<file path="src/dss_pkg.sv">
// Shared types and codes for the dual stack shared store block.
package dss_pkg;

  localparam int DEPTH_DEFAULT = 16;
  localparam int WORD_W        = 32;

  // operation field, kind[2:1]; kind[0] picks the stack
  localparam logic [1:0] OP_PUSH = 2'd0;
  localparam logic [1:0] OP_POP  = 2'd1;
  localparam logic [1:0] OP_PEEK = 2'd2;
  localparam logic [1:0] OP_DUMP = 2'd3;

  localparam logic [1:0] ST_OK       = 2'd0;
  localparam logic [1:0] ST_OVERFLOW = 2'd1;
  localparam logic [1:0] ST_EMPTY    = 2'd2;

  typedef struct packed {
    logic       load;     // capture the incoming word
    logic       write;    // push into the store
    logic       pop;      // drop the top of the selected stack
    logic       rd_top;   // start a read at the top of the stack
    logic       rd_next;  // read one entry further down
    logic       out_st;   // load a status-only result
    logic       out_rd;   // load a result from read data
    logic [1:0] st;       // status code for out_st
  } dss_cmd_t;

  typedef struct packed {
    logic is_push;
    logic is_pop;
    logic is_dump;
    logic full;
    logic empty;
    logic walk_last;
  } dss_stat_t;

endpackage

</file>
<file path="src/dual_stack_shared_store_core.sv">
// Top level of the dual stack shared store block.
// Two stacks live in one store of DEPTH words: stack one fills upward from
// entry 0, stack two downward from entry DEPTH-1.
// Input channel (in_valid/in_ready): kind selects push, pop, peek or dump on
// either stack; value is the word pushed.
// Output channel (out_valid/out_ready): status, data, last per result word.
// One item is handled at a time; in_ready is high only while idle.
// Push, overflow and empty results are registered in the execute step.
// Pop and peek: the execute step starts a store read and the read step
// loads the result. Dump: the first word is read likewise; each further
// word is read after the previous one is taken, since every word costs one store read.
// A new item can be taken the cycle after the last result word is taken.
// A stalled receiver simply holds the block in its output state.
// Reset empties both stacks; store contents are not cleared.
module dual_stack_shared_store_core #(
  parameter int DEPTH = dss_pkg::DEPTH_DEFAULT
) (
  input  logic                              clk,
  input  logic                              rst,
  input  logic                              in_valid,
  output logic                              in_ready,
  input  logic [2:0]                        kind,
  input  logic signed [dss_pkg::WORD_W-1:0] value,
  output logic                              out_valid,
  input  logic                              out_ready,
  output logic [1:0]                        status,
  output logic signed [dss_pkg::WORD_W-1:0] data,
  output logic                              last
);
  import dss_pkg::*;

  dss_cmd_t  cmd;
  dss_stat_t stat;

  dss_ctrl u_ctrl (
    .clk       (clk),
    .rst       (rst),
    .in_valid  (in_valid),
    .in_ready  (in_ready),
    .out_valid (out_valid),
    .out_ready (out_ready),
    .stat      (stat),
    .cmd       (cmd)
  );

  dss_datapath #(
    .DEPTH (DEPTH)
  ) u_datapath (
    .clk    (clk),
    .rst    (rst),
    .kind   (kind),
    .value  (value),
    .cmd    (cmd),
    .stat   (stat),
    .status (status),
    .data   (data),
    .last   (last)
  );

`ifndef ASSERT_OFF
  a_one_side: assert property (@(posedge clk) disable iff (rst)
    !(in_ready && out_valid))
    else $error("input and output sides active together");

  a_err_word: assert property (@(posedge clk) disable iff (rst)
    out_valid && status != ST_OK |-> last && data == '0)
    else $error("error result must be a single zero word");

  a_no_early: assert property (@(posedge clk) disable iff (rst)
    in_valid && in_ready |=> !out_valid)
    else $error("result shown before execute step");
`endif

endmodule

</file>
<file path="src/dss_datapath.sv">
// Datapath: shared store, stack counts, address generation and result register.
module dss_datapath #(
  parameter int DEPTH = dss_pkg::DEPTH_DEFAULT
) (
  input  logic                               clk,
  input  logic                               rst,
  input  logic [2:0]                         kind,
  input  logic signed [dss_pkg::WORD_W-1:0]  value,
  input  dss_pkg::dss_cmd_t                  cmd,
  output dss_pkg::dss_stat_t                 stat,
  output logic [1:0]                         status,
  output logic signed [dss_pkg::WORD_W-1:0]  data,
  output logic                               last
);
  import dss_pkg::*;

  localparam int CW = $clog2(DEPTH + 1);
  localparam int AW = (DEPTH > 1) ? $clog2(DEPTH) : 1;

  logic [WORD_W-1:0] mem [DEPTH];
  logic [WORD_W-1:0] rd_data;

  logic [2:0]        kind_q;
  logic [WORD_W-1:0] value_q;
  logic [CW-1:0]     count_one;
  logic [CW-1:0]     count_two;
  logic [AW-1:0]     walk;
  logic [AW-1:0]     walk_next;

  logic              which;
  logic [1:0]        op;
  logic [CW-1:0]     cnt_sel;
  logic [CW:0]       fill;
  logic [CW-1:0]     depth_c;
  logic [CW-1:0]     rd_idx;
  logic [CW-1:0]     wr_idx;

  assign which   = kind_q[0];
  assign op      = kind_q[2:1];
  assign cnt_sel = which ? count_two : count_one;
  assign fill    = {1'b0, count_one} + {1'b0, count_two};
  assign depth_c = CW'(DEPTH);

  assign walk_next = cmd.rd_top ? '0 : walk + AW'(1);

  always_comb begin
    if (which) begin
      rd_idx = depth_c - count_two + CW'(walk_next);
      wr_idx = depth_c - CW'(1) - count_two;
    end else begin
      rd_idx = count_one - CW'(1) - CW'(walk_next);
      wr_idx = count_one;
    end
  end

  assign stat.is_push   = (op == OP_PUSH);
  assign stat.is_pop    = (op == OP_POP);
  assign stat.is_dump   = (op == OP_DUMP);
  assign stat.full      = (fill >= (CW+1)'(DEPTH));
  assign stat.empty     = (cnt_sel == '0);
  assign stat.walk_last = ((CW'(walk) + CW'(1)) == cnt_sel);

  always_ff @(posedge clk) begin
    if (cmd.load) begin
      kind_q  <= kind;
      value_q <= value;
    end
    if (cmd.write) begin
      mem[wr_idx[AW-1:0]] <= value_q;
    end
    if (cmd.rd_top || cmd.rd_next) begin
      rd_data <= mem[rd_idx[AW-1:0]];
      walk    <= walk_next;
    end
  end

  always_ff @(posedge clk) begin
    if (rst) begin
      count_one <= '0;
      count_two <= '0;
    end else if (cmd.write) begin
      if (which) count_two <= count_two + CW'(1);
      else       count_one <= count_one + CW'(1);
    end else if (cmd.pop) begin
      if (which) count_two <= count_two - CW'(1);
      else       count_one <= count_one - CW'(1);
    end
  end

  always_ff @(posedge clk) begin
    if (cmd.out_st) begin
      status <= cmd.st;
      data   <= '0;
      last   <= 1'b1;
    end else if (cmd.out_rd) begin
      status <= ST_OK;
      data   <= rd_data;
      last   <= !stat.is_dump || stat.walk_last;
    end
  end

endmodule

</file>
<file path="src/dss_ctrl.sv">
// Controller: sequences accept, execute, store read and result handoff.
module dss_ctrl (
  input  logic               clk,
  input  logic               rst,
  input  logic               in_valid,
  output logic               in_ready,
  output logic               out_valid,
  input  logic               out_ready,
  input  dss_pkg::dss_stat_t stat,
  output dss_pkg::dss_cmd_t  cmd
);
  import dss_pkg::*;

  localparam logic [1:0] S_IDLE = 2'd0;
  localparam logic [1:0] S_EXEC = 2'd1;
  localparam logic [1:0] S_READ = 2'd2;
  localparam logic [1:0] S_OUT  = 2'd3;

  logic [1:0] state;
  logic [1:0] state_next;

  assign in_ready  = (state == S_IDLE);
  assign out_valid = (state == S_OUT);

  always_comb begin
    cmd        = '0;
    cmd.st     = ST_OK;
    state_next = state;
    unique case (state)
      S_IDLE: begin
        if (in_valid) begin
          cmd.load   = 1'b1;
          state_next = S_EXEC;
        end
      end
      S_EXEC: begin
        if (stat.is_push) begin
          cmd.out_st = 1'b1;
          if (stat.full) begin
            cmd.st = ST_OVERFLOW;
          end else begin
            cmd.write = 1'b1;
          end
          state_next = S_OUT;
        end else if (stat.empty) begin
          cmd.out_st = 1'b1;
          cmd.st     = ST_EMPTY;
          state_next = S_OUT;
        end else begin
          cmd.rd_top = 1'b1;
          cmd.pop    = stat.is_pop;
          state_next = S_READ;
        end
      end
      S_READ: begin
        cmd.out_rd = 1'b1;
        state_next = S_OUT;
      end
      S_OUT: begin
        if (out_ready) begin
          if (stat.is_dump && !stat.empty && !stat.walk_last) begin
            cmd.rd_next = 1'b1;
            state_next  = S_READ;
          end else begin
            state_next = S_IDLE;
          end
        end
      end
      default: state_next = S_IDLE;
    endcase
  end

  always_ff @(posedge clk) begin
    if (rst) state <= S_IDLE;
    else     state <= state_next;
  end

endmodule

</file>
<file path="config.mk">
export PLATFORM = sky130hd
export DESIGN_NAME = dual_stack_shared_store_core
export DESIGN_NICKNAME = d
export VERILOG_FILES = /design/src/dss_pkg.sv /design/src/dual_stack_shared_store_core.sv /design/src/dss_datapath.sv /design/src/dss_ctrl.sv
export SDC_FILE = /design/constraint.sdc
export NUM_CORES = 1
export LEC_CHECK = 0
export ABC_AREA = 1
export BUFFER_PORTS_ARGS = -buffer_cell sky130_fd_sc_hd__buf_4
export CAP_MARGIN = 15
export CORE_MARGIN = 1.5
export CORE_UTILIZATION = 30
export CTS_BUF_LIST = sky130_fd_sc_hd__clkbuf_4 sky130_fd_sc_hd__clkbuf_8
export DETAILED_ROUTE_END_ITERATION = 8
export SLEW_MARGIN = 0
export SYNTH_ARGS = -nofsm -noshare
export SYNTH_HDL_FRONTEND = slang
export SYNTH_SLANG_ARGS = --single-unit
</file>
<file path="constraint.sdc">
create_clock -name clk -period 6 [get_ports clk]
set_input_delay 0.6 -clock clk [delete_from_list [all_inputs] [get_ports clk]]
set_output_delay 0.6 -clock clk [all_outputs]
set_load 0.01 [all_outputs]
</file>
==> metrics <==
Post-Syn Instances=between 2,000 and 2,500; Starting Density=0.302; area delta synth->final=15.8%; Fmax=209 MHz; GPL Wtd Cong=roughly 0.8; Leakage=10.5 nW; Clk Tree Root Cell=clkbuf_8; clk slew on worst S/H paths=around 0.06 ns; largest net degree at the start of global routing=187; worst slew pin tran=roughly 0.98 ns; count leader, synth=edfxtp_1; crit path from=u_datapath.kind_q[0]$_DFFE_PP_; Yosys top cell area share=0.683; HP Start=value[20]; # IOs=76; Max VDD drop=between 0.00015 and 0.0002 V; CTS Hold Bufs=3; HP Class=in2reg; post-CTS setup buffers=0; Slew Limit Fails=0; post-synth top area cell=edfxtp_1; initial antenna violation count=2; synthesized flop and latch total=630; wire per inst=18.8 um; die area=between 0.08 and 0.09 mm2; ys flop type=edfxtp_1; final std cells w/o fill=roughly 3,400; Util after Layout=0.350; DP HPWL=~35,000 um; Setup crit end kind=flop; row count=between 100 and 150; Tcrit/Tclk final=0.797; R2R Path Start=u_datapath.kind_q[0]$_DFFE_PP_; grt total ovfl=0; Port Buf Inserts=75; CP Max Fanout=roughly 70; Synth cell types=35; worst reg-to-reg setup slack=roughly 1.2 ns; Pre-antenna DRT Iters=5; synthesized cell area=~0.026 mm2; clock sinks=630; terminus of the critical flop-to-flop path=u_datapath.rd_data[2]$_DFFE_PP_; WP data arrival=5.35 ns; syn_nets=~2,200; core footprint=~0.085 mm2; outcome=finished clean; Ys Warns=0; Req. time, crit path=6.57 ns; vias per cell=a little under 5; global-route wire length before repair=98,000 um; Power, Total=about 11 mW; RSZ-0062 raised after global routing=false; min Tclk post-route=4.78 ns; Worst Skew=around 0.026 ns; Max-Cap Viols=0; CTS tree=yes; Worst R2R Path Depth=19; layout cells sized above 1=0.145; PD cells=about 380 mW/mm2; clk buf depth=3; Hold Fails Final Rpt=0; Initial DRC Count=around 1,400; post_cts resized=0; Die X=about 300 um; final wirelength=64,800 um; Worst setup endpoint=u_datapath.rd_data[2]$_DFFE_PP_; crit start category=flop; asr flop ratio synth=0; # DRC=0; critical path class=reg2reg; Worst-Skew Late Latency=~0.7 ns; Placed Area=0.0277 mm2; Avg Inst Size Synth=~12 um2; DR vias=about 17,000; vias in the first global route=between 15,000 and 20,000; Num CTS Buffers=slightly above 100; Seq/Total Area, Yosys=0.718; Placed Cells=3,252; global router's overall resource usage=0.148; top cells by area, synth=edfxtp_1 (68%), o21ai_0 (5.1%), a21oi_1 (4.7%); Die Y=slightly below 300 um; relative slew slack=0.346; fin area=0.0298 mm2; number of enable flip-flop cells after synthesis=between 500 and 600; Final nets=between 2,000 and 2,500; antenna viol nets, final=0; CTS HTree Levels=3; Sum Neg Setup Slack=0 ns; synth cell count leaders=edfxtp_1 (585), nand2_1 (267), o21ai_0 (263); setup violators final=0
[logic make-up after synthesis]
kind of cell    Yosys count  share of synthesized area
xor+xnor                 15                    0.00511
fa+ha+maj                19                     0.0101
compound gates          684                      0.139
buf+inv                 316                     0.0513
simple gates            465                     0.0756
flops                   630                      0.718
[worst min-delay path by stage]
stage	slack, ns	cells past startpoint	end
6_report	0.07	1	u_datapath.value_q[20]$_DFFE_PP_
5_1_grt	0.01	1	u_datapath.value_q[20]$_DFFE_PP_
4_1_cts	0.003	1	u_datapath.value_q[20]$_DFFE_PP_
3_5_place_dp	0.45	1	u_datapath.data[25]$_SDFFE_PP0P_
3_3_place_gp	0.46	1	u_datapath.data[25]$_SDFFE_PP0P_
2_1_floorplan	0.44	1	u_datapath.data[10]$_SDFFE_PP0P_
[flip-flops by register name, summed over array words and instances (netlist names)]
signal / count
u_datapath.mem: 512
u_datapath.data: 32
u_datapath.rd_data: 32
u_datapath.value_q: 32
u_datapath.count_one: 5
u_datapath.count_two: 5
u_datapath.walk: 4
u_datapath.kind_q: 3
u_ctrl.state: 2
u_datapath.status: 2
u_datapath.last: 1
[layout make-up]
| class | instances | area (um2) |
|---|---|---|
| fillers | 8220 | 55200 |
| flip-flops and latches | 630 | 18500 |
| multi-input cells | 1183 | 6110 |
| clock buffers | 139 | 1710 |
| well taps | 1144 | 1430 |
| repair buffers | 119 | 1010 |
| inverters | 179 | 677 |
| clock inverters | 49 | 375 |
| diodes | 1 | 2.50 |
[cell usage in the layout (no fill, tap or decap), drive strengths merged, types with 5 or more instances in the layout]
cell type | netlist | layout
a21oi | 240 | 240
a22o | 32 | 32
buf | 57 | 116
clkbuf | 80 | 139
clkinv | 0 | 36
dfxtp | 45 | 45
edfxtp | 585 | 585
ha | 16 | 16
inv | 179 | 184
nand2 | 270 | 270
nand3 | 110 | 110
nand4 | 5 | 5
nor2 | 71 | 71
o211ai | 6 | 6
o21ai | 404 | 404
xnor2 | 8 | 8
xor2 | 7 | 7
[power by group]
group	total (mW)	leakage (nW)	switching (mW)	internal, mW
sequential	5.32	5.65	0.205	5.12
clock	3.76	1.09	1.72	2.04
combinational	2.37	3.78	1.56	0.819
total	11.5	10.5	3.48	7.98
[worst max-delay path, cell delays in order (launching register included)]
cell      delay [ns]
edfxtp_1        0.88
inv_4           0.20
nand2_1         0.13
nand2_1         0.08
nor2_1          0.14
nand3_2         0.13
nand3_2         0.14
inv_2           0.08
nor2_1          0.46
fa_1            0.51
nand2_2         0.10
o21ai_4         0.09
inv_4           0.57
buf_12          0.35
o21ai_0         0.14
o21ai_0         0.18
inv_1           0.05
o21ai_0         0.16
nand3_1         0.10
nand2_1         0.11
[layer usage]
layer / GRT usage / vias to the layer above / wire (um)
met5: 0 / - / 0
met3: 0.0289 / 106 / 4360
met1: 0.204 / 8153 / 29300
met4: 0.0464 / 0 / 1290
met2: 0.234 / 539 / 29900
li1: - / 7820 / -
[through the flow]
step	hold slack [ns]	setup slack [ns]
after floorplan	0.442	1.72
final	0.0717	1.22
after global placement	0.456	1.38
after detailed placement	0.454	1.21
after global routing	0.0110	0.737
after CTS	0.00261	1.19
Power figures use the tool's default switching activity.
